## src/rc5_ir_pkg.sv

```systemverilog
package rc5_ir_pkg;

    // Frame geometry
    localparam int FRAME_BITS = 12;
    localparam int POS_W      = (FRAME_BITS < 15) ? 4 : 5;
    localparam logic [POS_W-1:0] IDLE_POS   = POS_W'((FRAME_BITS < 15) ? 15 : 31);
    localparam logic [POS_W-1:0] LAST_POS   = POS_W'(FRAME_BITS);

    // Visible frame fields always come from bits 11..0
    localparam int VIS_BITS = 12;
    localparam int EXT_W    = (FRAME_BITS > VIS_BITS) ? FRAME_BITS : VIS_BITS;

    localparam int WAIT_W  = 16;
    localparam int CODE_W  = 6;
    localparam int ADDR_W  = 5;
    localparam int CFG_IDX_W = 2;

    // Configuration register indexes
    localparam logic [CFG_IDX_W-1:0] REG_WAIT_INITIAL     = 2'd0;
    localparam logic [CFG_IDX_W-1:0] REG_WAIT_HALF_BIT    = 2'd1;
    localparam logic [CFG_IDX_W-1:0] REG_WAIT_FULL_BIT    = 2'd2;
    localparam logic [CFG_IDX_W-1:0] REG_WAIT_AFTER_FRAME = 2'd3;

    // Reset values of the wait registers
    localparam logic [WAIT_W-1:0] RST_WAIT_INITIAL     = 16'd20;
    localparam logic [WAIT_W-1:0] RST_WAIT_HALF_BIT    = 16'd4;
    localparam logic [WAIT_W-1:0] RST_WAIT_FULL_BIT    = 16'd8;
    localparam logic [WAIT_W-1:0] RST_WAIT_AFTER_FRAME = 16'd20;

    // Input item kinds
    localparam logic CMD_TICK = 1'b0;
    localparam logic CMD_READ = 1'b1;

    typedef struct packed {
        logic [WAIT_W-1:0] wait_initial;
        logic [WAIT_W-1:0] wait_half_bit;
        logic [WAIT_W-1:0] wait_full_bit;
        logic [WAIT_W-1:0] wait_after_frame;
    } cfg_t;

    typedef struct packed {
        logic              event_valid;
        logic [CODE_W-1:0] event_code;
        logic              new_data;
        logic              toggle_bit;
        logic [ADDR_W-1:0] device_address;
        logic [CODE_W-1:0] data_bits;
    } res_t;

    // Bits 11..0 of a stored frame, zero-extended for short frames
    function automatic logic [VIS_BITS-1:0] visible_bits(input logic [FRAME_BITS-1:0] frame);
        logic [EXT_W-1:0] ext;
        ext = EXT_W'(frame);
        return ext[VIS_BITS-1:0];
    endfunction

endpackage

```

## src/rc5_ir_cfg.sv

```systemverilog
module rc5_ir_cfg
    import rc5_ir_pkg::*;
(
    input  logic                 aclk,
    input  logic                 aresetn,
    input  logic                 cfg_valid,
    input  logic [CFG_IDX_W-1:0] cfg_index,
    input  logic [WAIT_W-1:0]    cfg_data,
    output cfg_t                 cfg
);

    cfg_t cfg_reg;

    // Write one wait register per transaction
    always_ff @(posedge aclk) begin
        if (!aresetn) begin
            cfg_reg.wait_initial     <= RST_WAIT_INITIAL;
            cfg_reg.wait_half_bit    <= RST_WAIT_HALF_BIT;
            cfg_reg.wait_full_bit    <= RST_WAIT_FULL_BIT;
            cfg_reg.wait_after_frame <= RST_WAIT_AFTER_FRAME;
        end else if (cfg_valid) begin
            unique case (cfg_index)
                REG_WAIT_INITIAL:     cfg_reg.wait_initial     <= cfg_data;
                REG_WAIT_HALF_BIT:    cfg_reg.wait_half_bit    <= cfg_data;
                REG_WAIT_FULL_BIT:    cfg_reg.wait_full_bit    <= cfg_data;
                REG_WAIT_AFTER_FRAME: cfg_reg.wait_after_frame <= cfg_data;
                default: ;
            endcase
        end
    end

    assign cfg = cfg_reg;

endmodule

```

## src/rc5_ir_core.sv

```systemverilog
module rc5_ir_core
    import rc5_ir_pkg::*;
(
    input  logic aclk,
    input  logic aresetn,
    input  logic step,
    input  logic command,
    input  logic ir_sample,
    input  logic start_edge,
    input  cfg_t cfg,
    output res_t res
);

    logic                  armed_reg,   armed_next;
    logic [WAIT_W-1:0]     wait_reg,    wait_next;
    logic [POS_W-1:0]      pos_reg,     pos_next;
    logic [FRAME_BITS-1:0] shift_reg,   shift_next;
    logic [FRAME_BITS-1:0] stored_reg,  stored_next;
    logic                  unread_reg,  unread_next;
    logic                  ev;
    logic                  armed_now;
    logic [VIS_BITS-1:0]   vis;

    // Next frame state for the item in the input register
    always_comb begin
        armed_next  = armed_reg;
        wait_next   = wait_reg;
        pos_next    = pos_reg;
        shift_next  = shift_reg;
        stored_next = stored_reg;
        unread_next = unread_reg;
        ev          = 1'b0;
        armed_now   = armed_reg | start_edge;
        if (command == CMD_READ) begin
            unread_next = 1'b0;
        end else if (armed_now) begin
            armed_next = 1'b1;
            if (wait_reg > WAIT_W'(1)) begin
                wait_next = wait_reg - WAIT_W'(1);
            end else if (pos_reg == IDLE_POS) begin
                // Start sample: high is noise, low opens the frame
                if (ir_sample) begin
                    armed_next = 1'b0;
                    wait_next  = cfg.wait_initial;
                end else begin
                    wait_next  = cfg.wait_half_bit;
                    pos_next   = '0;
                    shift_next = '0;
                end
            end else if (pos_reg < LAST_POS) begin
                shift_next = {shift_reg[FRAME_BITS-2:0], ir_sample};
                wait_next  = cfg.wait_full_bit;
                pos_next   = pos_reg + POS_W'(1);
            end else begin
                // Close the frame, latch it when it differs
                armed_next = 1'b0;
                pos_next   = IDLE_POS;
                wait_next  = cfg.wait_after_frame;
                if (stored_reg != shift_reg) begin
                    stored_next = shift_reg;
                    unread_next = 1'b1;
                    ev          = 1'b1;
                end
            end
        end
    end

    // Hold frame state, advance on each item
    always_ff @(posedge aclk) begin
        if (!aresetn) begin
            armed_reg  <= 1'b0;
            wait_reg   <= '0;
            pos_reg    <= IDLE_POS;
            shift_reg  <= '0;
            stored_reg <= '0;
            unread_reg <= 1'b0;
        end else if (step) begin
            armed_reg  <= armed_next;
            wait_reg   <= wait_next;
            pos_reg    <= pos_next;
            shift_reg  <= shift_next;
            stored_reg <= stored_next;
            unread_reg <= unread_next;
        end
    end

    // Result fields from the state after this item
    assign vis                = visible_bits(stored_next);
    assign res.event_valid    = ev;
    assign res.event_code     = ev ? vis[CODE_W-1:0] : '0;
    assign res.new_data       = unread_next;
    assign res.toggle_bit     = vis[VIS_BITS-1];
    assign res.device_address = vis[VIS_BITS-2:CODE_W];
    assign res.data_bits      = vis[CODE_W-1:0];

endmodule

```

## src/rc5_ir_frame_sampler.sv

```systemverilog
// RC-5 infrared frame sampler. Each input transaction is either a sampling
// tick (s_tuser = 0) carrying the receiver line level and a start-edge flag,
// or a read (s_tuser = 1) that clears the new-data flag. Every input
// transaction yields exactly one result transaction with the stored frame
// fields; m_tuser marks a newly latched distinct frame whose command bits are
// in the event code. Items pass an input register, one level of frame logic
// and an output register: one item per clock sustained while m_tready is high,
// with the input register taking a new item while a result waits, if it is
// empty. Wait registers are written through the cfg_* channel, which is
// always ready; write them only while no items are in flight.
module rc5_ir_frame_sampler
    import rc5_ir_pkg::*;
(
    input  logic                 aclk,
    input  logic                 aresetn,
    // Input stream
    input  logic                 s_tvalid,
    output logic                 s_tready,
    input  logic [7:0]           s_tdata,  // [0] ir_sample, [1] start_edge, [7:2] zero
    input  logic                 s_tuser,  // [0] command
    // Result stream
    output logic                 m_tvalid,
    input  logic                 m_tready,
    output logic [23:0]          m_tdata,  // [5:0] event_code, [6] new_data, [7] toggle_bit,
                                           // [12:8] device_address, [18:13] data_bits,
                                           // [23:19] zero
    output logic                 m_tuser,  // [0] event_valid
    // Configuration writes
    input  logic                 cfg_valid,
    output logic                 cfg_ready,
    input  logic [CFG_IDX_W-1:0] cfg_index,
    input  logic [WAIT_W-1:0]    cfg_data
);

    cfg_t cfg;
    res_t res;
    res_t out_reg;
    logic out_valid_reg;
    logic in_valid_reg;
    logic in_cmd_reg;
    logic in_level_reg;
    logic in_edge_reg;
    logic advance;
    logic step;

    assign cfg_ready = 1'b1;

    rc5_ir_cfg u_cfg (
        .aclk      (aclk),
        .aresetn   (aresetn),
        .cfg_valid (cfg_valid),
        .cfg_index (cfg_index),
        .cfg_data  (cfg_data),
        .cfg       (cfg)
    );

    // Pipeline moves when the output slot is free or being drained
    assign advance  = !out_valid_reg || m_tready;
    assign step     = in_valid_reg && advance;
    assign s_tready = !in_valid_reg || advance;

    rc5_ir_core u_core (
        .aclk       (aclk),
        .aresetn    (aresetn),
        .step       (step),
        .command    (in_cmd_reg),
        .ir_sample  (in_level_reg),
        .start_edge (in_edge_reg),
        .cfg        (cfg),
        .res        (res)
    );

    // Capture the input transaction
    always_ff @(posedge aclk) begin
        if (!aresetn) begin
            in_valid_reg <= 1'b0;
        end else if (s_tready) begin
            in_valid_reg <= s_tvalid;
        end
    end

    always_ff @(posedge aclk) begin
        if (s_tready && s_tvalid) begin
            in_cmd_reg   <= s_tuser;
            in_level_reg <= s_tdata[0];
            in_edge_reg  <= s_tdata[1];
        end
    end

    // Hold the result until taken
    always_ff @(posedge aclk) begin
        if (!aresetn) begin
            out_valid_reg <= 1'b0;
        end else if (advance) begin
            out_valid_reg <= in_valid_reg;
        end
    end

    always_ff @(posedge aclk) begin
        if (step) begin
            out_reg <= res;
        end
    end

    assign m_tvalid = out_valid_reg;
    assign m_tuser  = out_reg.event_valid;
    assign m_tdata  = {5'd0, out_reg.data_bits, out_reg.device_address,
                       out_reg.toggle_bit, out_reg.new_data, out_reg.event_code};

endmodule

```

## config.mk

```make
export PLATFORM = sky130hd
export DESIGN_NAME = rc5_ir_frame_sampler
export DESIGN_NICKNAME = d
export VERILOG_FILES = /design/src/rc5_ir_pkg.sv /design/src/rc5_ir_cfg.sv /design/src/rc5_ir_core.sv /design/src/rc5_ir_frame_sampler.sv
export SDC_FILE = /design/constraint.sdc
export NUM_CORES = 1
export LEC_CHECK = 0
export ABC_CLOCK_PERIOD_IN_PS = 5700
export BUFFER_PORTS_ARGS = -buffer_cell sky130_fd_sc_hd__clkbuf_2
export CAP_MARGIN = 10
export CELL_PAD_IN_SITES_DETAIL_PLACEMENT = 0
export CELL_PAD_IN_SITES_GLOBAL_PLACEMENT = 1
export CORE_MARGIN = 10
export CORE_UTILIZATION = 48
export DETAILED_ROUTE_END_ITERATION = 8
export GPL_ROUTABILITY_DRIVEN = 0
export GPL_TIMING_DRIVEN = 0
export PLACE_DENSITY_LB_ADDON = 0.3
export REMOVE_ABC_BUFFERS = 1
export SLEW_MARGIN = 20
export SYNTH_ARGS = -nofsm -noshare
export SYNTH_HDL_FRONTEND = slang
export SYNTH_SLANG_ARGS = --single-unit
```

## constraint.sdc

```tcl
create_clock -name aclk -period 5.7 [get_ports aclk]
set_clock_uncertainty 0.15 [all_clocks]
set_input_delay 0.57 -clock aclk [delete_from_list [all_inputs] [get_ports aclk]]
set_output_delay 0.57 -clock aclk [all_outputs]
set_load 0.1 [all_outputs]
```

Word level (Yosys, flattened, before mapping)
Index checks and enable logic that the tools add are counted.
{ "totals": {"input_bits": 32, "regBits": 135, "out_inout_bits": 28} }
{ "op_classes": {"magnitude_cmp": 2, "add_sub_neg": 2, "n_mux": 32, "eq_ne": 6, "reduce_logical": 15, "bitwise": 3} }
{ "op_table": {"columns": ["operator", "n"], "rows": [
  ["two-way mux 12 bit", 9],
  ["two-way mux 16 bit", 4],
  ["> comparator 16 x 1 -> 1 bit, second input constant", 1],
  ["two-way mux 1 bit", 16],
  ["subtractor 16 x 1 -> 16 bit, second input constant", 1],
  ["two-way mux 4 bit", 3],
  ["inequality test 12 bit", 1],
  ["AND reduction 2 bit", 4],
  ["AND reduction 6 bit", 1],
  ["AND reduction 5 bit", 1],
  ["adder 4 x 1 -> 4 bit, second input constant", 1],
  ["equality test 2 bit, second input constant", 2],
  ["equality test 4 bit, second input constant", 1],
  ["< comparator 4 bit, second input constant", 1],
  ["AND reduction 3 bit", 1],
  ["equality test 2 x 1 -> 1 bit, second input constant", 1],
  ["logical AND 1 bit", 2],
  ["logical NOT 1 bit", 2],
  ["logical NOT 2 bit", 1],
  ["logical OR 1 bit", 2],
  ["inequality test 2 bit, second input constant", 1],
  ["NOT 1 bit", 2],
  ["nonzero test 2 bit", 1],
  ["bitwise OR 1 bit", 1]
]} }

Longest topological paths before layout
Gate-level depths: netlist of run 1.
{ "depth": {"word_depth": 7, "ltp_mapped": 8, "ltp_nobuf": 6} }

Modules after synthesis
From an unflattened synthesis of run 1, not the netlist that was laid out.
{ "hier_totals": {"hier_cells": 645, "area_unflattened_um2": 6273.5} }
{ "modules_own_cells": {"columns": ["mod", "area_each_um2", "cells_per_inst", "seq_area_each_um2", "instances"], "rows": [
  ["rc5_ir_core", 3022.9, 374, 920.9, 1],
  ["rc5_ir_cfg", 2403.6, 231, 1281.2, 1],
  ["rc5_ir_frame_sampler", 847.1, 40, 730.7, 1]
]} }

Worst setup path before layout of run 1
No wires, ideal clock.
{ "synth_timing": {"path_kind": "reg-to-reg", "from": "register out_valid_reg, in the netlist m_tvalid", "to": "register in_cmd_reg (enable)", "synth_period_minus_slack_ns": 2.868, "required_ns": 5.294, "arrival_ns": 2.461, "stages_incl_launch_ff": 4, "setup_slack_ns": 2.832, "setup_ns": 0.256, "path_cell_list": "dfxtp_1 -> nor2b_1 -> nand2_1 -> and2_1"} }
{ "synth_between": {"elab_chain_len": 4} }
{ "synth_lines": {"columns": ["item", "line_no", "text"], "rows": [
  ["start: declaration", "rc5_ir_frame_sampler.sv:38", "logic out_valid_reg;"],
  ["start signal: assignment", "rc5_ir_frame_sampler.sv:95", "out_valid_reg <= in_valid_reg;"],
  ["logical NOT 1 bit", "rc5_ir_frame_sampler.sv:58", "assign advance = !out_valid_reg || m_tready;"],
  ["logical OR 1 bit", "rc5_ir_frame_sampler.sv:58", null],
  ["logical OR 1 bit", "rc5_ir_frame_sampler.sv:60", "assign s_tready = !in_valid_reg || advance;"],
  ["net s_tready", "rc5_ir_frame_sampler.sv:18", "output logic s_tready,"],
  ["logical AND 1 bit", "rc5_ir_frame_sampler.sv:83", "if (s_tready && s_tvalid) begin"],
  ["end signal: assignment", "rc5_ir_frame_sampler.sv:84", "in_cmd_reg <= s_tuser;"],
  ["end: declaration", "rc5_ir_frame_sampler.sv:40", "logic in_cmd_reg;"]
]} }
The timed path passes the listed nets, and every way through them passes these cells.
A chain may end at the register's enable or synchronous reset.

==> results of run 1 <==
## synth_stat cells, types with 4 or more instances
cell | instances | share of area [%]
sky130_fd_sc_hd__nor2_1 | 27 | 1.7
sky130_fd_sc_hd__edfxtp_1 | 23 | 11
sky130_fd_sc_hd__mux2_2 | 14 | 2.6
sky130_fd_sc_hd__nor3_1 | 16 | 1.3
sky130_fd_sc_hd__xnor2_1 | 13 | 1.9
sky130_fd_sc_hd__buf_2 | 5 | 0.42
sky130_fd_sc_hd__o211ai_1 | 5 | 0.62
sky130_fd_sc_hd__nand4_1 | 8 | 0.83
sky130_fd_sc_hd__nand3_1 | 14 | 1.2
sky130_fd_sc_hd__o21ai_0 | 12 | 1.0
sky130_fd_sc_hd__o22ai_1 | 16 | 1.7
sky130_fd_sc_hd__or2_2 | 4 | 0.42
sky130_fd_sc_hd__buf_4 | 6 | 0.75
sky130_fd_sc_hd__clkbuf_1 | 33 | 2.1
sky130_fd_sc_hd__a21oi_1 | 86 | 7.2
sky130_fd_sc_hd__and2_1 | 9 | 0.94
sky130_fd_sc_hd__dfxtp_1 | 112 | 37
sky130_fd_sc_hd__inv_1 | 9 | 0.56
sky130_fd_sc_hd__a211oi_1 | 14 | 1.7
sky130_fd_sc_hd__mux2i_1 | 29 | 4.8
sky130_fd_sc_hd__nand2_1 | 177 | 11
## stage by stage
step / hold WS (ns) / std cells / power (mW) / area (µm²) / utilization [%]
floorplan: 0.283 / 647 / 1.31 / 5820 / -
global placement: 0.288 / 862 / 1.41 / 6270 / 51.5
detailed placement: 0.297 / 867 / 1.42 / 6360 / 52.3
CTS: 0.167 / 899 / 2.43 / 6910 / 56.8
global route: 0.168 / 900 / 2.52 / 6920 / 56.9
finish: 0.179 / 900 / 2.41 / 6920 / 56.9
## final cells by class
| cell class | count | area [µm²] |
|---|---|---|
| clock buffer | 21 | 472 |
| clock inverter | 11 | 80.1 |
| fill | 1100 | 5240 |
| inverter | 10 | 37.5 |
| multi-input combinational | 502 | 2870 |
| sequential | 135 | 2930 |
| tap | 168 | 210 |
| timing repair buffer | 53 | 319 |
## power by group
group	leakage (nW)	switching, mW	internal [mW]
sequential	1.14	0.0234	1.00
combinational	1.21	0.260	0.118
clock	0.278	0.383	0.627
## how the worst min path moves through the flow
stage,start,endpoint
after floorplan,u_cfg.cfg[15],u_cfg.cfg[15]
after global placement,u_cfg.cfg[15],u_cfg.cfg[15]
after detailed placement,u_cfg.cfg[20],u_cfg.cfg[20]
after CTS,s_tdata[0],in_level_reg
after global routing,s_tdata[1],in_edge_reg
final,s_tdata[1],in_edge_reg
## cells by family after synthesis
group / after synthesis / share of synthesized area [%]
buf+inv: 57 / 4.16
flops: 135 / 48.7
compound gates: 157 / 15.8
fa+ha+maj: 3 / 0.624
mux: 43 / 7.44
simple gates: 280 / 21.2
xor+xnor: 13 / 1.89
other cells: 2 / 0.125
## routing by layer
layer	vias to the layer above	global-route usage, %	share of wire, %
met2	150	28.5	49
met1	2379	20.0	42
li1	2464	-	-
met4	0	6.92	2.3
met3	21	4.31	5.9
met5	-	0	0
==> results.txt, run 1 <==
----------------------------------------------------
[Yosys]
  Number of enable flip-flop cells after synthesis ... 23
  Yosys synthesis warning count ... 0
  Cells after Synth ... 690
  Post-synthesis register bit count ... 135
  Async set or reset register ratio after synthesis ... 0%
  Syn Std Cell Area ... 6020 µm²
  Per-instance average area after synthesis ... approximately 8.7 µm²
  Share of the yosys chip area belonging to registers ... a little under 50%
  Primary flip-flop cell chosen by synthesis mapping ... sky130_fd_sc_hd__dfxtp_1
  Number of unique standard cell types used by synthesis ... about 60

[Placement]
  Worst-case setup slack after placement ... 2.80 ns
  Number of port buffers ... 47
  Dpl hpwl ... approximately 9800 µm

[Floorplanning]
  Die Height ... 132 µm
  Row count ... 40
  Floorplan die area ... between 15000 and 20000 µm²
  Die width ... between 100 and 150 µm
  Initial cell density of the core ... 49.5%
  Core region area ... 12200 µm²
  Count of boundary I/O pins ... 60

[Setup path]
  Total buffers and inverters traversed by the critical path ... 0
  Sequence of cells on the critical path ... nand2_2 -> nor3_4 -> nand3_1 -> nor2_1 -> mux2_2
  Depth of the worst register-to-register path ... 5
  Required time reported for the critical path endpoint ... 5.71 ns
  Worst Setup Path Type ... flop to flop
  Setup crit end ... m_tdata[13]
  Number of logic stages on the critical path including buffering ... 5
  Critical R2R Launch ... u_core.pos_reg[2]
  Startpoint types ... flop
  Arrival time of data at the critical path endpoint ... ~2.9 ns
  Slowest-stage cell, CP ... sky130_fd_sc_hd__nor2_1
  R2r endpoint ... m_tdata[13]
  Delay contributed by the slowest stage of the critical path ... a little over 0.7 ns
  Crit end category ... flop
  Top cell family by delay on the critical path ... simple AND/OR/NAND/NOR gates
  Start point of the critical path ... u_core.pos_reg[2]
  Worst-path maximum fanout ... 33
  Reg2Reg Setup Slack ... 2.82 ns

[Power]
  Leakage power figure ... 2.63 nW
  Total power divided by cell area ... 348 nW/µm²
  Maximum vdd ir drop ... 0.170 mV

[Drt]
  DRC violation count after routing ... 0
  Remaining antenna violation count after routing ... 0
  Via count of the routed design ... ~5000
  Via/cell ratio ... 5.57
  WL per Instance ... 16.3 µm
  Router iterations before antenna repair ... 5
  Post-detailed-routing wire length ... 14700 µm
  Starting DRT DRC Count ... 392

[Clock network]
  Number of clock buffers inserted by TritonCTS ... 17
  CTS tree ... built
  Number of sinks on the clock net ... roughly 140
  Count of cells resized by post-cts repair ... 0
  Max Buffers Root-to-Sink ... 2
  Clock tree root buffer cell ... sky130_fd_sc_hd__clkbuf_16
  Clock-pin slew on the worst setup and hold paths ... 0.06 ns
  Hold buffer count at cts ... 0
  Clock latency on the worst-skew pair ... 0.41 ns
  # H-tree levels ... 4
  Setup Buffers After CTS ... 0

[Layout]
  Antenna Diode Count ... 0
  Largest register FFs ... 64
  NumNets Final ... 754
  Fraction of layout instances using a drive strength above 1 ... 16.4%
  Top library cells by usage in the layout, fill and taps aside ... sky130_fd_sc_hd__nand2_1, sky130_fd_sc_hd__dfxtp_1, sky130_fd_sc_hd__a21oi_1, sky130_fd_sc_hd__clkbuf_2, sky130_fd_sc_hd__mux2i_1
  Commonest non-fill, non-tap cell in the layout ... sky130_fd_sc_hd__nand2_1
  Syn-to-layout area delta ... 15.1%

[Min path]
  Hold path cells ... 1
  Min-Delay Path Class ... input port to flop

[GRT]
  Overall global routing resource usage ... 16.9%
  Global-route wire length before repair ... 24300 µm
  Largest net degree at the start of global routing ... 57
  Via count of the first global-routing pass ... 4825
  Initial antenna violation count ... 0
  Grt total ovfl ... 0

[Timing]
  Count of final max-slew check failures ... 0
  Worst-margin pin slew ... a little over 1 ns
  Final period demand of the worst path ... 2.88 ns
  Max-Slew Margin vs Limit ... 32.1%
  RSZ-0062 raised after global routing ... no
  Final setup violating endpoints ... 0
  Worst Setup Slack, final ... 2.82 ns
  Top achievable clock speed ... 347 MHz
  Total Negative Setup Slacks ... 0 ns
  Final period utilization ... around 51%
  Endpoints failing hold ... 0

[Flow run]
  Number of max-cap violations ... 0

[Status]
  Status ... finished clean

----------------------------------------------------
Power figures use the tool's default switching activity.
==> run 2: changes to the inputs <==
Settings changed: ABC_CLOCK_PERIOD_IN_PS 5700 to 2700, CORE_UTILIZATION 48 to 45.
Clock period 5.7 ns to 2.7 ns, I/O delays scaled along.
==> run 2 against run 1 <==
  * Final cell count up 3.0%
  * Count of clock-buffer cells in the layout is 4 lower
  * Non-clock buffer count up 19
  * Critical path type unchanged
==> results.txt, run 2 (synthesis results as in run 1) <==
----------------------------------------------------
[Drt]
  Starting DRT DRC Count ... roughly 420
  Router iterations before antenna repair ... 5
  Routed metal-1 wire length ... 7240 µm
  Top layer reached by signal wires ... met4
  Routed wl met2 ... 7040 µm
  DRC violation count after routing ... 0
  Via/cell ratio ... 5.46
  WL per Instance ... 16.3 µm
  Remaining antenna violation count after routing ... 0
  Via count of the routed design ... about 5100
  Total met3 wirelength after detailed routing ... 660 µm
  Post-detailed-routing wire length ... 15100 µm

[Setup path]
  Top cell family by delay on the critical path ... simple AND/OR/NAND/NOR gates
  Delay contributed by the slowest stage of the critical path ... 0.43 ns
  Total buffers and inverters traversed by the critical path ... 0
  Startpoint types ... flop
  Slowest-stage cell, CP ... sky130_fd_sc_hd__nand2_2
  Sequence of cells on the critical path ... nand2_2 -> nor3_4 -> nand3_1 -> nor2_4 -> mux2_2
  Required time reported for the critical path endpoint ... about 2.7 ns
  Worst-path maximum fanout ... 33
  Worst Setup Path Type ... flop to flop
  Crit end category ... flop
  Arrival time of data at the critical path endpoint ... 2.48 ns

[Placement]
  Worst-case setup slack after placement ... -0.196 ns
  Number of port buffers ... 47
  Post-place instance area ... ~6400 µm²
  Dpl hpwl ... 9790 µm

[Power]
  Internal power ... between 4 and 5 mW
  Net switching share of the total power ... 26.9%
  Leakage power figure ... 2.73 nW
  Fraction of power consumed by sequential logic ... ~40%
  Maximum vdd ir drop ... 0.476 mV
  Relative contribution of combinational cells to total power ... 15.1%
  Switch Pwr ... 1.47 mW
  Total power divided by cell area ... 759 nW/µm²
  Clock share of power ... 45.4%

[GRT]
  Initial antenna violation count ... 0
  Largest net degree at the start of global routing ... 69
  Via count of the first global-routing pass ... 4892
  Global-route wire length before repair ... approximately 25000 µm
  Grt total ovfl ... 0
  Overall global routing resource usage ... 16.9%

[Layout]
  Top library cells by usage in the layout, fill and taps aside ... sky130_fd_sc_hd__nand2_1, sky130_fd_sc_hd__dfxtp_1, sky130_fd_sc_hd__a21oi_1, sky130_fd_sc_hd__clkbuf_2, sky130_fd_sc_hd__mux2i_1
  Final non-filler cell area ... 7220 µm²
  NumNets Final ... approximately 770
  Commonest non-fill, non-tap cell in the layout ... sky130_fd_sc_hd__nand2_1
  Filler cells ... approximately 1200
  Syn-to-layout area delta ... 20.0%
  Antenna Diode Count ... 0
  Fraction of the core area covered by cells at the end of the flow ... 54.7%
  Largest register FFs ... 64
  Fraction of layout instances using a drive strength above 1 ... ~17%

[Floorplanning]
  Floorplan die area ... 18400 µm²
  Row count ... 42
  Die width ... 136 µm
  Die Height ... roughly 140 µm
  Core region area ... 13200 µm²
  Initial cell density of the core ... 45.6%
  Count of boundary I/O pins ... 60

[Timing]
  Worst Setup Slack, final ... about 0.24 ns
  Final hold slack ... 0.0641 ns
  Top achievable clock speed ... around 400 MHz
  Final period utilization ... 91.1%
  RSZ-0062 raised after global routing ... no
  Count of final max-slew check failures ... 0
  Worst-margin pin slew ... 1.04 ns
  Endpoints failing hold ... 0
  Final period demand of the worst path ... 2.46 ns
  Max-Slew Margin vs Limit ... a little over 30%
  Final setup violating endpoints ... 0

[Clock network]
  Clock tree root buffer cell ... sky130_fd_sc_hd__clkbuf_16
  Number of sinks on the clock net ... 135
  Clock-pin slew on the worst setup and hold paths ... 0.06 ns
  Number of clock buffers inserted by TritonCTS ... 17
  # H-tree levels ... 4
  Clock latency on the worst-skew pair ... roughly 0.42 ns
  CTS tree ... built
  Max Buffers Root-to-Sink ... 2

[Status]
  Status ... finished clean

[Flow run]
  Number of max-cap violations ... 0

[Min path]
  Min-Delay Path Class ... input port to flop

----------------------------------------------------
-- run 2: cell count changes in the layout (fill, tap and decap cells not counted), moves of 2 or more --
cell / previous run / this run
sky130_fd_sc_hd__buf_6: 3 / 1
sky130_fd_sc_hd__bufinv_16: 1 / 5
sky130_fd_sc_hd__clkbuf_1: 2 / 0
sky130_fd_sc_hd__clkinv_2: 6 / 4
sky130_fd_sc_hd__clkinvlp_4: 0 / 3
sky130_fd_sc_hd__dlygate4sd3_1: 0 / 20
sky130_fd_sc_hd__nor2_1: 24 / 22
-- run 2: tightest hold or removal path, delay by kind of cell --
kind,cells,cell delay [ns]
AO/OA/AOI/OAI,1,0.08
buffers and inverters,1,0.09
AND/OR/NAND/NOR,1,0.15
-- run 2: routing by layer --
layer	up-vias	GRT usage, %
met1	2430	22.5
met2	115	26.1
met5	-	0
met3	16	4.23
met4	0	5.62
li1	2505	-
-- run 2: path summary, 6_finish.rpt --
| kind | from | to | slack (ns) | depth (start not counted) |
|---|---|---|---|---|
| min | m_tready | m_tvalid | 0.06 | 3 |
| max reg2reg | u_core.pos_reg[2] | m_tdata[8] | 0.24 | 5 |
| max | u_core.pos_reg[2] | m_tdata[8] | 0.24 | 5 |
| min reg2reg | u_cfg.cfg[8] | u_cfg.cfg[8] | 0.30 | 2 |
-- run 2: final cells by class --
cell class | instances | area [µm²] | share of cell area (%)
multi-input cells | 502 | 2880 | 39.9
clock buffers | 17 | 425 | 5.89
repair buffers | 72 | 509 | 7.05
clock inverters | 15 | 209 | 2.89
inverters | 10 | 40.0 | 0.555
well taps | 176 | 220 | 3.05
flip-flops and latches | 135 | 2930 | 40.6
-- run 2: power groups by stage --
stage	registers [mW]	logic, mW	clock network (mW)
floorplan	2.27	0.499	0
global placement	2.21	0.771	0
detailed placement	2.20	0.793	0
CTS	2.16	0.819	2.51
global route	2.17	0.899	2.61
finish	2.16	0.826	2.49
-- run 2: stage by stage --
step | power (mW) | instances | TNS, ns
CTS | 5.49 | 927 | 0
global placement | 2.98 | 870 | -54.36
finish | 5.48 | 927 | 0
global route | 5.68 | 927 | 0
detailed placement | 3.00 | 874 | -2.88
floorplan | 2.77 | 647 | -4.00
-- run 2: repair_timing --
action,CTS,global route
hold buffers,20,0
endpoints found under the hold margin,66,0
gates resized for setup,1,2
setup buffers,1,0
gates cloned,0,0
endpoints found under the setup margin,19,18
pin swaps,1,0
==> run 3: changes to the inputs <==
Settings changed: CELL_PAD_IN_SITES_DETAIL_PLACEMENT 0 to 1, CELL_PAD_IN_SITES_GLOBAL_PLACEMENT 1 to 2, CORE_UTILIZATION 45 to 36.
==> run 3 against run 2 <==
  * Total power shrank 3.3%
  * Via count up 0.59%
  * Die area increased by 21%
  * Highest routed layer unchanged
==> results.txt, run 3 (synthesis results as in run 1) <==
----------------------------------------------------
[Placement]
  Number of port buffers ... 47
  Dpl hpwl ... 11300 µm
  Placed cell count ... 919

[Drt]
  DRC violation count after routing ... 0
  Post-detailed-routing wire length ... between 15000 and 20000 µm
  Remaining antenna violation count after routing ... 0
  WL per Instance ... around 18 µm
  Via/cell ratio ... 5.24
  Via count of the routed design ... around 5000
  Router iterations before antenna repair ... 4
  Starting DRT DRC Count ... about 200

[GRT]
  Grt total ovfl ... 0
  Largest net degree at the start of global routing ... 69
  Overall global routing resource usage ... about 16%
  Via count of the first global-routing pass ... ~5400
  Initial antenna violation count ... 0
  Global-route wire length before repair ... 28500 µm

[Setup path]
  Required time reported for the critical path endpoint ... 2.79 ns
  Sequence of cells on the critical path ... o21ba_2 -> nand3_1 -> nor3_1 -> o2111a_1 -> o21ai_0
  Delay contributed by the slowest stage of the critical path ... between 0.7 and 0.8 ns
  Crit end category ... flop
  Startpoint types ... flop
  Worst Setup Path Type ... flop to flop
  Worst-path maximum fanout ... 9
  Arrival time of data at the critical path endpoint ... between 2 and 3 ns
  Slowest-stage cell, CP ... sky130_fd_sc_hd__nor3_1

[Clock network]
  Clock-pin slew on the worst setup and hold paths ... 0.06 ns
  Clock latency on the worst-skew pair ... 0.42 ns
  Max Buffers Root-to-Sink ... 2
  CTS tree ... built
  # H-tree levels ... 4
  Number of clock buffers inserted by TritonCTS ... 17
  Number of sinks on the clock net ... 135
  Clock tree root buffer cell ... sky130_fd_sc_hd__clkbuf_16

[Layout]
  Antenna Diode Count ... 0
  Syn-to-layout area delta ... 20.1%
  NumNets Final ... 774
  Filler cells ... approximately 2000
  Top library cells by usage in the layout, fill and taps aside ... sky130_fd_sc_hd__nand2_1, sky130_fd_sc_hd__dfxtp_1, sky130_fd_sc_hd__a21oi_1, sky130_fd_sc_hd__clkbuf_2, sky130_fd_sc_hd__mux2i_1
  Largest register FFs ... 64
  Fraction of the core area covered by cells at the end of the flow ... 43.9%
  Non-filler cells in the finished layout ... 972
  Fraction of layout instances using a drive strength above 1 ... 16.8%
  Commonest non-fill, non-tap cell in the layout ... sky130_fd_sc_hd__nand2_1

[Power]
  Total power divided by cell area ... approximately 730 nW/µm²
  Maximum vdd ir drop ... 0.479 mV
  Leakage power figure ... around 2.7 nW
  Total power after layout ... 5.29 mW

[Timing]
  Final period utilization ... 90.8%
  Top achievable clock speed ... roughly 410 MHz
  RSZ-0062 raised after global routing ... no
  Endpoints failing hold ... 0
  Worst-margin pin slew ... 1.07 ns
  Final setup violating endpoints ... 0
  Max-Slew Margin vs Limit ... 28.9%
  Count of final max-slew check failures ... 0
  Final period demand of the worst path ... 2.45 ns

[Floorplanning]
  Core region area ... 16500 µm²
  Floorplan die area ... 22300 µm²
  Row count ... 47
  Initial cell density of the core ... 36.6%
  Die Height ... 149 µm
  Die width ... 149 µm
  Count of boundary I/O pins ... 60

[Min path]
  Min-Delay Path Class ... input port to flop

[Status]
  Status ... finished clean

[Flow run]
  Number of max-cap violations ... 0

----------------------------------------------------
[run 3: cell types whose count changed in the layout (fill, tap and decap cells not counted), sizes merged]
| cell | delta |
|---|---|
| buf | +1 |
| bufinv | -4 |
| clkbuf | +5 |
| clkinv | -2 |
| inv | +1 |
[run 3: layout make-up]
| type | instances | area [µm²] | share of cell area, % |
|---|---|---|---|
| clock inverters | 10 | 93.8 | 1.30 |
| flip-flops and latches | 135 | 2930 | 40.6 |
| multi-input cells | 502 | 2890 | 39.9 |
| clock buffers | 22 | 495 | 6.85 |
| inverters | 10 | 40.0 | 0.554 |
| repair buffers | 73 | 504 | 6.97 |
| well taps | 220 | 275 | 3.81 |
[run 3: final timing paths]
path	to	cells past startpoint	slack (ns)	startpoint
setup / recovery	u_core.pos_reg[2]	5	0.25	in_cmd_reg
hold / removal	m_tvalid	3	0.11	m_tready
setup reg to reg	u_core.pos_reg[2]	5	0.25	in_cmd_reg
hold reg to reg	u_cfg.cfg[29]	2	0.30	u_cfg.cfg[29]
[run 3: critical path: cells and delay by family, from the launching register on]
family,cells,cell delay [ns]
simple gates,2,1.05
compound gates,3,0.64
flops,1,0.43
[run 3: report_power, final]
group / internal, mW / switching, mW / total [mW]
sequential: 2.11 / 0.0518 / 2.16
clock: 1.40 / 0.909 / 2.30
combinational: 0.264 / 0.561 / 0.826
[run 3: through the flow]
stage | hold slack, ns | instance area (µm²) | TNS [ns] | setup WS (ns)
after floorplan | 0.192 | 5820 | -4.00 | -0.278
after global placement | 0.288 | 6330 | -63.41 | -1.08
after detailed placement | 0.299 | 6400 | -4.44 | -0.276
after CTS | 0.0905 | 7220 | 0 | 0.0457
after global routing | 0.114 | 7230 | 0 | 0.0525
final | 0.108 | 7230 | 0 | 0.249
[run 3: repair_timing]
action                                 CTS  global route
hold buffers                            20             0
pin swaps                                1             0
endpoints found under the hold margin   66             0
setup buffers                            1             0
resized for setup                        2             2
setup endpoints to repair               19            18
[run 3: layer usage]
layer	part of all wire [%]	global-route usage [%]	up-vias
met5	0	0	-
met4	1.3	5.05	0
met3	3.4	4.00	16
met2	47	26.0	82
met1	49	20.6	2489
li1	-	-	2509
